## src/rtl/core/ivcr_pkg.sv

```systemverilog
package ivcr_pkg;

  // Kernel capacity and derived widths
  localparam int MAX_KERNEL = 256;
  localparam int TAP_W      = $clog2(MAX_KERNEL);
  localparam int CNT_W      = TAP_W + 1;

  // Fixed field widths
  localparam int KLEN_W   = 9;
  localparam int SLEN_W   = 16;
  localparam int DIV_W    = 31;
  localparam int DATA_W   = 32;
  localparam int SAMPLE_W = 8;
  localparam int PROD_W   = 2 * SAMPLE_W;
  localparam int CFG_IDX_W = 3;

  // Bit-serial divider: one quotient bit per cycle
  localparam int DIV_STEPS = DATA_W;
  localparam int DCNT_W    = $clog2(DIV_STEPS);

  // Saturation bounds of the requantized output
  localparam logic signed [DATA_W-1:0] CLIP_MAX = 32'sd127;
  localparam logic signed [DATA_W-1:0] CLIP_MIN = -32'sd128;

  // Request command codes
  localparam logic CMD_KERNEL = 1'b0;
  localparam logic CMD_SAMPLE = 1'b1;

  // Configuration register indexes
  typedef enum logic [CFG_IDX_W-1:0] {
    REG_KERNEL_LEN   = 3'd0,
    REG_SIGNAL_LEN   = 3'd1,
    REG_SCALE_ENABLE = 3'd2,
    REG_DIVISOR      = 3'd3,
    REG_OFFSET       = 3'd4
  } reg_idx_e;

  // Controller states
  typedef enum logic [2:0] {
    ST_IDLE,
    ST_MAC,
    ST_DRAIN,
    ST_DIV,
    ST_DONE
  } state_e;

  // Controller to datapath commands
  typedef struct packed {
    logic             kern_wr;
    logic [TAP_W-1:0] kern_addr;
    logic             win_wr;
    logic             tap_rd;
    logic [TAP_W-1:0] tap;
    logic             acc_clr;
    logic             div_start;
    logic             div_step;
    logic             out_load;
    logic             last;
  } dp_cmd_t;

  // Datapath to controller status
  typedef struct packed {
    logic pipe_busy;
    logic out_free;
  } dp_status_t;

endpackage

```

## src/rtl/core/ivcr_ram.sv

```systemverilog
module ivcr_ram #(
  parameter int WIDTH = 8,
  parameter int DEPTH = 256
) (
  input  logic                     clk_i,
  input  logic                     we_i,
  input  logic [$clog2(DEPTH)-1:0] waddr_i,
  input  logic [WIDTH-1:0]         wdata_i,
  input  logic [$clog2(DEPTH)-1:0] raddr_i,
  output logic [WIDTH-1:0]         rdata_o
);

  logic [WIDTH-1:0] mem_q [DEPTH];
  logic [WIDTH-1:0] rdata_q;

  // One write port, one registered read port
  always_ff @(posedge clk_i) begin
    if (we_i) begin
      mem_q[waddr_i] <= wdata_i;
    end
    rdata_q <= mem_q[raddr_i];
  end

  assign rdata_o = rdata_q;

endmodule

```

## src/rtl/core/ivcr_datapath.sv

```systemverilog
module ivcr_datapath (
  input  logic                                 clk_i,
  input  logic                                 rst_ni,
  input  ivcr_pkg::dp_cmd_t                    cmd_i,
  output ivcr_pkg::dp_status_t                 status_o,
  input  logic signed [ivcr_pkg::SAMPLE_W-1:0] sample_i,
  input  logic                                 scale_en_i,
  input  logic [ivcr_pkg::DIV_W-1:0]           div_i,
  input  logic [ivcr_pkg::DATA_W-1:0]          offset_i,
  input  logic                                 out_ready_i,
  output logic                                 out_valid_o,
  output logic signed [ivcr_pkg::DATA_W-1:0]   result_value_o,
  output logic                                 result_last_o
);

  logic [ivcr_pkg::TAP_W-1:0]    wp_q, wp_d;
  logic [ivcr_pkg::TAP_W-1:0]    win_raddr;
  logic [ivcr_pkg::SAMPLE_W-1:0] kern_rdata, win_rdata;
  logic                          v1_q, v2_q;
  logic signed [ivcr_pkg::PROD_W-1:0] prod_q;
  logic [ivcr_pkg::DATA_W-1:0]   acc_q, acc_d;
  logic [ivcr_pkg::DATA_W-1:0]   biased;
  logic [ivcr_pkg::DATA_W-1:0]   quo_q, quo_d;
  logic [ivcr_pkg::DIV_W-1:0]    rem_q, rem_d;
  logic                          neg_q, neg_d;
  logic [ivcr_pkg::DATA_W-1:0]   trial, diff;
  logic                          ge;
  logic [ivcr_pkg::DATA_W-1:0]   clipped;
  logic                          out_valid_q, out_valid_d;
  logic [ivcr_pkg::DATA_W-1:0]   out_value_q, out_value_d;
  logic                          out_last_q;

  // Kernel storage, addressed by tap index
  ivcr_ram #(
    .WIDTH (ivcr_pkg::SAMPLE_W),
    .DEPTH (ivcr_pkg::MAX_KERNEL)
  ) u_kern_ram (
    .clk_i   (clk_i),
    .we_i    (cmd_i.kern_wr),
    .waddr_i (cmd_i.kern_addr),
    .wdata_i (sample_i),
    .raddr_i (cmd_i.tap),
    .rdata_o (kern_rdata)
  );

  // Signal history as a circular buffer; tap 0 is the newest sample
  assign win_raddr = wp_q - ivcr_pkg::TAP_W'(1) - cmd_i.tap;

  ivcr_ram #(
    .WIDTH (ivcr_pkg::SAMPLE_W),
    .DEPTH (ivcr_pkg::MAX_KERNEL)
  ) u_win_ram (
    .clk_i   (clk_i),
    .we_i    (cmd_i.win_wr),
    .waddr_i (wp_q),
    .wdata_i (sample_i),
    .raddr_i (win_raddr),
    .rdata_o (win_rdata)
  );

  assign wp_d = cmd_i.win_wr ? wp_q + ivcr_pkg::TAP_W'(1) : wp_q;

  // Accumulate: product register, then 32-bit wrapping add
  always_comb begin
    acc_d = acc_q;
    if (cmd_i.acc_clr) begin
      acc_d = '0;
    end else if (v2_q) begin
      acc_d = acc_q + ivcr_pkg::DATA_W'(prod_q);
    end
  end

  // Restoring divider on the magnitude, one bit per step
  assign biased = acc_q + offset_i;
  assign trial  = {rem_q, quo_q[ivcr_pkg::DATA_W-1]};
  assign diff   = trial - {1'b0, div_i};
  assign ge     = trial >= {1'b0, div_i};

  always_comb begin
    neg_d = neg_q;
    rem_d = rem_q;
    quo_d = quo_q;
    if (cmd_i.div_start) begin
      neg_d = biased[ivcr_pkg::DATA_W-1];
      rem_d = '0;
      quo_d = biased[ivcr_pkg::DATA_W-1] ? (~biased + 1'b1) : biased;
    end else if (cmd_i.div_step) begin
      rem_d = ge ? diff[ivcr_pkg::DIV_W-1:0] : trial[ivcr_pkg::DIV_W-1:0];
      quo_d = {quo_q[ivcr_pkg::DATA_W-2:0], ge};
    end
  end

  // Sign and saturate the quotient
  always_comb begin
    if (neg_q) begin
      clipped = (quo_q > ivcr_pkg::DATA_W'(-ivcr_pkg::CLIP_MIN)) ?
                ivcr_pkg::CLIP_MIN : (~quo_q + 1'b1);
    end else begin
      clipped = (quo_q > ivcr_pkg::DATA_W'(ivcr_pkg::CLIP_MAX)) ?
                ivcr_pkg::CLIP_MAX : quo_q;
    end
  end

  // Output register
  always_comb begin
    out_valid_d = out_valid_q && !out_ready_i;
    out_value_d = out_value_q;
    if (cmd_i.out_load) begin
      out_valid_d = 1'b1;
      out_value_d = scale_en_i ? clipped : acc_q;
    end
  end

  always_ff @(posedge clk_i or negedge rst_ni) begin
    if (!rst_ni) begin
      wp_q        <= '0;
      v1_q        <= 1'b0;
      v2_q        <= 1'b0;
      out_valid_q <= 1'b0;
    end else begin
      wp_q        <= wp_d;
      v1_q        <= cmd_i.tap_rd;
      v2_q        <= v1_q;
      out_valid_q <= out_valid_d;
    end
  end

  always_ff @(posedge clk_i) begin
    prod_q      <= $signed(win_rdata) * $signed(kern_rdata);
    acc_q       <= acc_d;
    neg_q       <= neg_d;
    rem_q       <= rem_d;
    quo_q       <= quo_d;
    out_value_q <= out_value_d;
    if (cmd_i.out_load) begin
      out_last_q <= cmd_i.last;
    end
  end

  assign status_o.pipe_busy = v1_q || v2_q;
  assign status_o.out_free  = !out_valid_q || out_ready_i;

  assign out_valid_o    = out_valid_q;
  assign result_value_o = out_value_q;
  assign result_last_o  = out_last_q;

endmodule

```

## src/rtl/core/ivcr_ctrl.sv

```systemverilog
module ivcr_ctrl (
  input  logic                         clk_i,
  input  logic                         rst_ni,
  input  logic                         in_valid_i,
  output logic                         in_ready_o,
  input  logic                         cmd_i,
  input  logic [ivcr_pkg::CNT_W-1:0]   k_eff_i,
  input  logic [ivcr_pkg::SLEN_W-1:0]  len_eff_i,
  input  logic                         scale_en_i,
  input  ivcr_pkg::dp_status_t         status_i,
  output ivcr_pkg::dp_cmd_t            dp_cmd_o
);

  ivcr_pkg::state_e state_q, state_d;

  logic [ivcr_pkg::CNT_W-1:0]  kcnt_q, kcnt_d, kbase;
  logic [ivcr_pkg::SLEN_W-1:0] scnt_q, scnt_d, scnt_inc;
  logic [ivcr_pkg::TAP_W-1:0]  idx_q, idx_d;
  logic [ivcr_pkg::DCNT_W-1:0] dcnt_q, dcnt_d;
  logic                        last_q, last_d;
  logic                        accept;
  logic                        is_last, emit, tap_end, div_end;

  // Request decode
  assign accept   = (state_q == ivcr_pkg::ST_IDLE) && in_valid_i;
  assign kbase    = (kcnt_q >= k_eff_i) ? '0 : kcnt_q;
  assign scnt_inc = scnt_q + ivcr_pkg::SLEN_W'(1);
  assign is_last  = scnt_inc >= len_eff_i;
  assign emit     = scnt_inc >= ivcr_pkg::SLEN_W'(k_eff_i);
  assign tap_end  = {1'b0, idx_q} == (k_eff_i - ivcr_pkg::CNT_W'(1));
  assign div_end  = dcnt_q == ivcr_pkg::DCNT_W'(ivcr_pkg::DIV_STEPS - 1);

  // Next state
  always_comb begin
    state_d = state_q;
    unique case (state_q)
      ivcr_pkg::ST_IDLE: begin
        if (accept && cmd_i == ivcr_pkg::CMD_SAMPLE && emit) begin
          state_d = ivcr_pkg::ST_MAC;
        end
      end
      ivcr_pkg::ST_MAC: begin
        if (tap_end) begin
          state_d = ivcr_pkg::ST_DRAIN;
        end
      end
      ivcr_pkg::ST_DRAIN: begin
        if (!status_i.pipe_busy) begin
          state_d = scale_en_i ? ivcr_pkg::ST_DIV : ivcr_pkg::ST_DONE;
        end
      end
      ivcr_pkg::ST_DIV: begin
        if (div_end) begin
          state_d = ivcr_pkg::ST_DONE;
        end
      end
      ivcr_pkg::ST_DONE: begin
        if (status_i.out_free) begin
          state_d = ivcr_pkg::ST_IDLE;
        end
      end
      default: state_d = ivcr_pkg::ST_IDLE;
    endcase
  end

  // Datapath commands
  always_comb begin
    in_ready_o = 1'b0;
    dp_cmd_o   = '0;
    dp_cmd_o.kern_addr = kbase[ivcr_pkg::TAP_W-1:0];
    dp_cmd_o.tap       = idx_q;
    dp_cmd_o.last      = last_q;
    unique case (state_q)
      ivcr_pkg::ST_IDLE: begin
        in_ready_o       = 1'b1;
        dp_cmd_o.kern_wr = accept && cmd_i == ivcr_pkg::CMD_KERNEL;
        dp_cmd_o.win_wr  = accept && cmd_i == ivcr_pkg::CMD_SAMPLE;
        dp_cmd_o.acc_clr = 1'b1;
      end
      ivcr_pkg::ST_MAC: begin
        dp_cmd_o.tap_rd = 1'b1;
      end
      ivcr_pkg::ST_DRAIN: begin
        dp_cmd_o.div_start = !status_i.pipe_busy && scale_en_i;
      end
      ivcr_pkg::ST_DIV: begin
        dp_cmd_o.div_step = 1'b1;
      end
      ivcr_pkg::ST_DONE: begin
        dp_cmd_o.out_load = status_i.out_free;
      end
      default: ;
    endcase
  end

  // Kernel, sample, tap and divider counters
  always_comb begin
    kcnt_d = kcnt_q;
    scnt_d = scnt_q;
    last_d = last_q;
    idx_d  = idx_q;
    dcnt_d = dcnt_q;
    if (accept) begin
      if (cmd_i == ivcr_pkg::CMD_KERNEL) begin
        kcnt_d = kbase + ivcr_pkg::CNT_W'(1);
        scnt_d = '0;
      end else begin
        scnt_d = is_last ? '0 : scnt_inc;
        last_d = is_last;
      end
    end
    if (state_q == ivcr_pkg::ST_IDLE) begin
      idx_d = '0;
    end else if (state_q == ivcr_pkg::ST_MAC) begin
      idx_d = idx_q + ivcr_pkg::TAP_W'(1);
    end
    if (state_q == ivcr_pkg::ST_DIV) begin
      dcnt_d = dcnt_q + ivcr_pkg::DCNT_W'(1);
    end else begin
      dcnt_d = '0;
    end
  end

  always_ff @(posedge clk_i or negedge rst_ni) begin
    if (!rst_ni) begin
      state_q <= ivcr_pkg::ST_IDLE;
      kcnt_q  <= '0;
      scnt_q  <= '0;
      last_q  <= 1'b0;
      idx_q   <= '0;
      dcnt_q  <= '0;
    end else begin
      state_q <= state_d;
      kcnt_q  <= kcnt_d;
      scnt_q  <= scnt_d;
      last_q  <= last_d;
      idx_q   <= idx_d;
      dcnt_q  <= dcnt_d;
    end
  end

  // A tap read never runs past the kernel length
  assert property (@(posedge clk_i) disable iff (!rst_ni)
    dp_cmd_o.tap_rd |-> ({1'b0, idx_q} < k_eff_i))
    else $error("tap read beyond kernel length");

  // MAC work starts only from an accepted signal sample
  assert property (@(posedge clk_i) disable iff (!rst_ni)
    (state_q == ivcr_pkg::ST_IDLE && state_d == ivcr_pkg::ST_MAC)
      |-> (in_valid_i && cmd_i == ivcr_pkg::CMD_SAMPLE))
    else $error("MAC started without a sample request");

  // Division runs only in scale mode
  assert property (@(posedge clk_i) disable iff (!rst_ni)
    state_q == ivcr_pkg::ST_DIV |-> scale_en_i)
    else $error("divider active in raw mode");

  // A loaded result returns the controller to idle
  assert property (@(posedge clk_i) disable iff (!rst_ni)
    dp_cmd_o.out_load |=> state_q == ivcr_pkg::ST_IDLE)
    else $error("controller did not return to idle after result");

endmodule

```

## src/rtl/core/int8_valid_convolution_requant.sv

```systemverilog
// Valid-region 1-D convolution of signed 8-bit vectors with optional
// requantization. Load the kernel first (cmd 0, one element per request,
// up to 256 taps), then stream the signal (cmd 1). Once kernel_len samples
// of the current vector are held, each sample yields one result: the
// 32-bit wrapping sum of the last kernel_len samples times the kernel, or,
// with scale_enable set, (sum + offset) divided by the divisor register,
// truncated toward zero and clipped to [-128, 127]. result_last marks the
// final result of a vector. Kernel loads and samples that give no result
// leave the block idle. A sample that gives a result runs through the
// taps and, in scale mode, the divider: one shared multiply-accumulate
// reads one tap per cycle from the kernel and history RAMs, and the
// divider retires one quotient bit per cycle. A finished result waits in
// the output register while the next request is taken. Registers are
// to be written by the user through the configuration port only while
// the block is idle; the block itself does not enforce it. kernel_len 0
// acts as 1, above 256 as 256, signal_len 0 as 1 and a zero divisor as 1.
module int8_valid_convolution_requant (
  input  logic                                 clk_i,
  input  logic                                 rst_ni,
  input  logic                                 cfg_valid_i,
  output logic                                 cfg_ready_o,
  input  logic [ivcr_pkg::CFG_IDX_W-1:0]       cfg_index_i,
  input  logic [ivcr_pkg::DATA_W-1:0]          cfg_data_i,
  input  logic                                 in_valid_i,
  output logic                                 in_ready_o,
  input  logic                                 cmd_i,
  input  logic signed [ivcr_pkg::SAMPLE_W-1:0] sample_i,
  output logic                                 out_valid_o,
  input  logic                                 out_ready_i,
  output logic signed [ivcr_pkg::DATA_W-1:0]   result_value_o,
  output logic                                 result_last_o
);

  logic [ivcr_pkg::KLEN_W-1:0] kernel_len_q;
  logic [ivcr_pkg::SLEN_W-1:0] signal_len_q;
  logic                        scale_enable_q;
  logic [ivcr_pkg::DIV_W-1:0]  divisor_q;
  logic [ivcr_pkg::DATA_W-1:0] offset_q;

  logic [ivcr_pkg::CNT_W-1:0]  k_eff;
  logic [ivcr_pkg::SLEN_W-1:0] len_eff;
  logic [ivcr_pkg::DIV_W-1:0]  div_eff;

  ivcr_pkg::dp_cmd_t    dp_cmd;
  ivcr_pkg::dp_status_t dp_status;

  assign cfg_ready_o = 1'b1;

  // Configuration registers
  always_ff @(posedge clk_i or negedge rst_ni) begin
    if (!rst_ni) begin
      kernel_len_q   <= ivcr_pkg::KLEN_W'(1);
      signal_len_q   <= ivcr_pkg::SLEN_W'(1);
      scale_enable_q <= 1'b0;
      divisor_q      <= ivcr_pkg::DIV_W'(1);
      offset_q       <= '0;
    end else if (cfg_valid_i) begin
      unique case (ivcr_pkg::reg_idx_e'(cfg_index_i))
        ivcr_pkg::REG_KERNEL_LEN:   kernel_len_q   <= cfg_data_i[ivcr_pkg::KLEN_W-1:0];
        ivcr_pkg::REG_SIGNAL_LEN:   signal_len_q   <= cfg_data_i[ivcr_pkg::SLEN_W-1:0];
        ivcr_pkg::REG_SCALE_ENABLE: scale_enable_q <= cfg_data_i[0];
        ivcr_pkg::REG_DIVISOR:      divisor_q      <= cfg_data_i[ivcr_pkg::DIV_W-1:0];
        ivcr_pkg::REG_OFFSET:       offset_q       <= cfg_data_i;
        default: ;
      endcase
    end
  end

  // Effective lengths and divisor
  always_comb begin
    if (kernel_len_q == '0) begin
      k_eff = ivcr_pkg::CNT_W'(1);
    end else if (32'(kernel_len_q) > 32'(ivcr_pkg::MAX_KERNEL)) begin
      k_eff = ivcr_pkg::CNT_W'(ivcr_pkg::MAX_KERNEL);
    end else begin
      k_eff = ivcr_pkg::CNT_W'(kernel_len_q);
    end
  end

  assign len_eff = (signal_len_q == '0) ? ivcr_pkg::SLEN_W'(1) : signal_len_q;
  assign div_eff = (divisor_q == '0) ? ivcr_pkg::DIV_W'(1) : divisor_q;

  ivcr_ctrl u_ctrl (
    .clk_i      (clk_i),
    .rst_ni     (rst_ni),
    .in_valid_i (in_valid_i),
    .in_ready_o (in_ready_o),
    .cmd_i      (cmd_i),
    .k_eff_i    (k_eff),
    .len_eff_i  (len_eff),
    .scale_en_i (scale_enable_q),
    .status_i   (dp_status),
    .dp_cmd_o   (dp_cmd)
  );

  ivcr_datapath u_datapath (
    .clk_i          (clk_i),
    .rst_ni         (rst_ni),
    .cmd_i          (dp_cmd),
    .status_o       (dp_status),
    .sample_i       (sample_i),
    .scale_en_i     (scale_enable_q),
    .div_i          (div_eff),
    .offset_i       (offset_q),
    .out_ready_i    (out_ready_i),
    .out_valid_o    (out_valid_o),
    .result_value_o (result_value_o),
    .result_last_o  (result_last_o)
  );

endmodule
```

## config.mk

```make
export PLATFORM = sky130hd
export DESIGN_NAME = int8_valid_convolution_requant
export DESIGN_NICKNAME = d
export VERILOG_FILES = /design/src/rtl/core/ivcr_pkg.sv /design/src/rtl/core/ivcr_ram.sv /design/src/rtl/core/ivcr_datapath.sv /design/src/rtl/core/ivcr_ctrl.sv /design/src/rtl/core/int8_valid_convolution_requant.sv
export SDC_FILE = /design/constraint.sdc
export NUM_CORES = 2
export LEC_CHECK = 0
export BUFFER_PORTS_ARGS = -buffer_cell sky130_fd_sc_hd__buf_2
export CORE_MARGIN = 3
export CORE_UTILIZATION = 55
export CTS_BUF_LIST = sky130_fd_sc_hd__clkbuf_4 sky130_fd_sc_hd__clkbuf_8
export DETAILED_ROUTE_END_ITERATION = 8
export MAX_ROUTING_LAYER = met4
export PLACE_DENSITY_LB_ADDON = 0.15
export SYNTH_ARGS = -nofsm -noshare
export SYNTH_HDL_FRONTEND = slang
export SYNTH_SLANG_ARGS = --single-unit
export TNS_END_PERCENT = 30
```

## constraint.sdc

```tcl
create_clock -name clk_i -period 7.25 [get_ports clk_i]
set_clock_uncertainty 0.15 [all_clocks]
set_input_delay 2.175 -clock clk_i [delete_from_list [all_inputs] [get_ports clk_i]]
set_output_delay 2.175 -clock clk_i [all_outputs]
set_load 0.005 [all_outputs]
```

==> reports/results.tsv <==
metric	value	unit
critPathMaxFanout	23	
outcome	finished clean	
drive_gt1_frac	0.2928	
cpMostUsedCell	nor2_1	
numPlacedInstances	12922	
antenna_found_initial	20	
syn_avg_cell_area	20.39	um2
synth_edf_count	4162	
cp_slowest_stage_delay	0.55	ns
slew_violations	0	
tritoncts	done	
drc_errors	0	
firstDrtPassIters	6	
tns	0	ns
numCtsBuffers	688	
yosys_warnings	0	
grt_pass1_wl	635800	um
setup_viol	0	
die_w	576.0	um
drt_iter0_markers	10777	
areaGrowthSynthToFinish	11.26	%
hold_viol	0	
slew_headroom	0.1764	
detail-route-antenna-nets	0	
vias	89760	
cts_htree_levels	6	
grt_max_degree	172	
critPathLaunchType	register	
power.density	378.8	nW/um2
synthCells	8761	
fin_crit	6.267	ns
power_leakage	63.63	nW
total_power	75.30	mW
routabilityCongestion	0.8733	
setup_ws	0.9827	ns
num_io_pins	85	
num_rows	208	
insertion_delay	1.18	ns
wirelength	434400	um
crit_arrival	6.88	ns
yosysUniqueCellTypes	95	
worstSetupPathType	register to register	
synth-seq-cells	4399	
vdd_drop_max	0.7026	mV
postCtsHoldBufs	0	
slowest_stage	nor2_1	
fmax	159.6	MHz
hp-class	register to register	
wire_per_inst	30.65	um
path_cells	or4_1 > or3_1 > nor2_1 > nor2_1 > nor2_1 > ha_1 > nand2b_1 > a21o_1 > a21o_1 > a21o_1 > a21oi_1 > nor2b_1 > o21ai_1 > a211oi_4 > buf_4 > or2_2 > inv_1 > ha_1 > nand3_2 > buf_4 > nor2_1	
viasPerCell	6.333	
cts_buffer_depth	4	
rsz0062_at_grt	false	
synth_async_sr_flop_share	0.03228	
io_buffers	83	
synth_seq_area_share	0.7301	
fin_cells	14174	
clk_root_buffer_cell	clkbuf_8	
dpl.hpwl	264000	um
cap_violations	0	
grt_pass1_vias	90595	
synth_nets	9045	
path_clk_slew	0.06	ns
grt_use_total	0.2705	
final_common_cell	edfxtp_1	
worst_pin_slew	1.231	ns
required	7.86	ns
endpoint_kind	register	
dieArea	331700	um2
gr-total-overflow	0	
fp.dieH	576.0	um
nNetsFinal	9591	
post-route-period-util	0.8645	
initial_core_util	0.5545	
fillerInstances	22313	
post_cts_resized	0	
synth_flop_cell	edfxtp_1	
postCtsSetupBuffers	0	
cts_sinks	4399	
coreArea	322200	um2
layout_common_cells	4162 x edfxtp_1, 1351 x mux4_2, 709 x clkbuf_8	
synth_area	178700	um2
dp_slack	1.094	ns
==> worst max-delay path, delay by kind of cell, from the launching register on <==
family | cells | cell delay, ns
adder cells (fa/ha/maj) | 2 | 0.60
flip-flops | 1 | 0.40
AND/OR/NAND/NOR | 10 | 2.92
buffers and inverters | 3 | 0.76
AO/OA/AOI/OAI | 6 | 0.99
==> synthesized netlist by cell type, types with 13 or more instances <==
cell,count,area [um2]
o21bai_1,18,135.1
o21ai_1,37,185.2
ha_1,176,2202
a21o_1,67,503.0
mux2_2,75,844.6
buf_1,97,364.1
nor2_1,652,2447
clkbuf_1,326,1224
xor2_1,71,621.9
nor3_1,39,195.2
a21oi_1,138,690.7
xnor2_1,93,814.5
edfxtp_1,4162,125000
nand3_1,67,335.3
and2_1,54,337.8
dfrtp_1,139,3478
nand2_1,256,960.9
or3_1,13,81.33
o21a_1,16,120.1
nor3b_1,14,105.1
a211oi_1,29,217.7
mux4_2,1351,30430
nor2b_1,40,250.2
nand4_1,25,156.4
nor4_1,23,143.9
dfxtp_1,95,1902
fa_1,59,1181
inv_1,208,780.8
o21ai_0,165,825.8
nand2b_1,32,200.2
buf_2,15,75.07
and3_1,24,150.1
mux2i_1,34,340.3
o31ai_1,16,120.1
==> stage by stage <==
stage	utilization	hold WS (ns)	instance area [um2]
6_report	0.6170	0.2452	198800
5_1_grt	0.6169	0.2683	198800
4_1_cts	0.6169	0.2461	198700
3_5_place_dp	0.5750	0.2393	185300
3_3_place_gp	0.5750	0.2437	185300
2_1_floorplan	-	0.2142	178700
==> kinds of logic (layout without fill, tap and decap cells) <==
family | after synthesis | after routing | share of synthesized area
AOI/OAI and AO/OA | 577 | 577 | 0.02020
adders and majority gates | 235 | 235 | 0.01894
other | 1 | 15 | 0.00002099
and+or+nand+nor | 1272 | 1272 | 0.03174
buffers and inverters | 652 | 1746 | 0.01394
DFF | 4399 | 4399 | 0.7301
xor gates and xnor gates | 165 | 165 | 0.008165
muxes | 1460 | 1460 | 0.1769
==> path summary, 6_finish.rpt <==
| kind | start | endpoint | slack (ns) | depth (start not counted) |
|---|---|---|---|---|
| worst min register to register | u_datapath.v1_q | u_datapath.v2_q | 0.25 | 0 |
| worst min-delay path | u_datapath.v1_q | u_datapath.v2_q | 0.25 | 0 |
| max in group asynchronous | rst_ni | u_ctrl.idx_q[3] | 4.99 | 2 |
| min in group asynchronous | rst_ni | divisor_q[15] | 0.85 | 1 |
| worst max register to register | kernel_len_q[3] | u_datapath.u_kern_ram.mem_q[198][6] | 0.98 | 21 |
| worst max-delay path | kernel_len_q[3] | u_datapath.u_kern_ram.mem_q[198][6] | 0.98 | 21 |
==> layout make-up <==
| class | count | area [um2] | share of cell area |
|---|---|---|---|
| Timing Repair Buffer | 298 | 2666 | 0.01341 |
| Multi-Input combinational cell | 3710 | 45960 | 0.2312 |
| Sequential cell | 4399 | 130500 | 0.6563 |
| Clock buffer | 930 | 11420 | 0.05744 |
| Antenna cell | 14 | 35.03 | 0.0001762 |
| Clock inverter | 308 | 2063 | 0.01038 |
| Tap cell | 4305 | 5386 | 0.02710 |
| Inverter | 210 | 795.8 | 0.004003 |
==> report_power, final <==
part,internal (mW),switching (mW),leakage (nW)
clock network,10.9,9.68,7.15
registers,28.3,0.423,40.0
logic,11.9,14.1,16.5
total,51.1,24.2,63.6
==> sequential cells by signal (all words and copies together) (netlist names), 3 cells and up <==
name / flops
u_datapath.quo_q: 32
u_datapath.result_value_o: 32
u_datapath.u_win_ram.rdata_o: 8
u_datapath.wp_q: 8
offset_q: 32
u_ctrl.scnt_q: 16
u_ctrl.kcnt_q: 9
u_datapath.acc_q: 32
u_datapath.rem_q: 31
u_ctrl.idx_q: 8
divisor_q: 31
u_datapath.prod_q: 16
u_datapath.u_kern_ram.mem_q: 2048
u_datapath.u_win_ram.mem_q: 2048
kernel_len_q: 9
u_ctrl.dcnt_q: 5
u_datapath.u_kern_ram.rdata_o: 8
u_ctrl.state_q: 3
signal_len_q: 16
==> per-layer routing <==
layer | share of wire | track usage | routed length (um) | vias to the layer above
li1 | - | - | - | 37098
met1 | 0.41 | 0.3881 | 177300 | 47409
met2 | 0.47 | 0.4029 | 205400 | 4538
met3 | 0.091 | 0.05408 | 39600 | 715
met4 | 0.028 | 0.07449 | 12160 | 0
met5 | 0 | - | 0 | -
(Power assumes the default switching activity.)
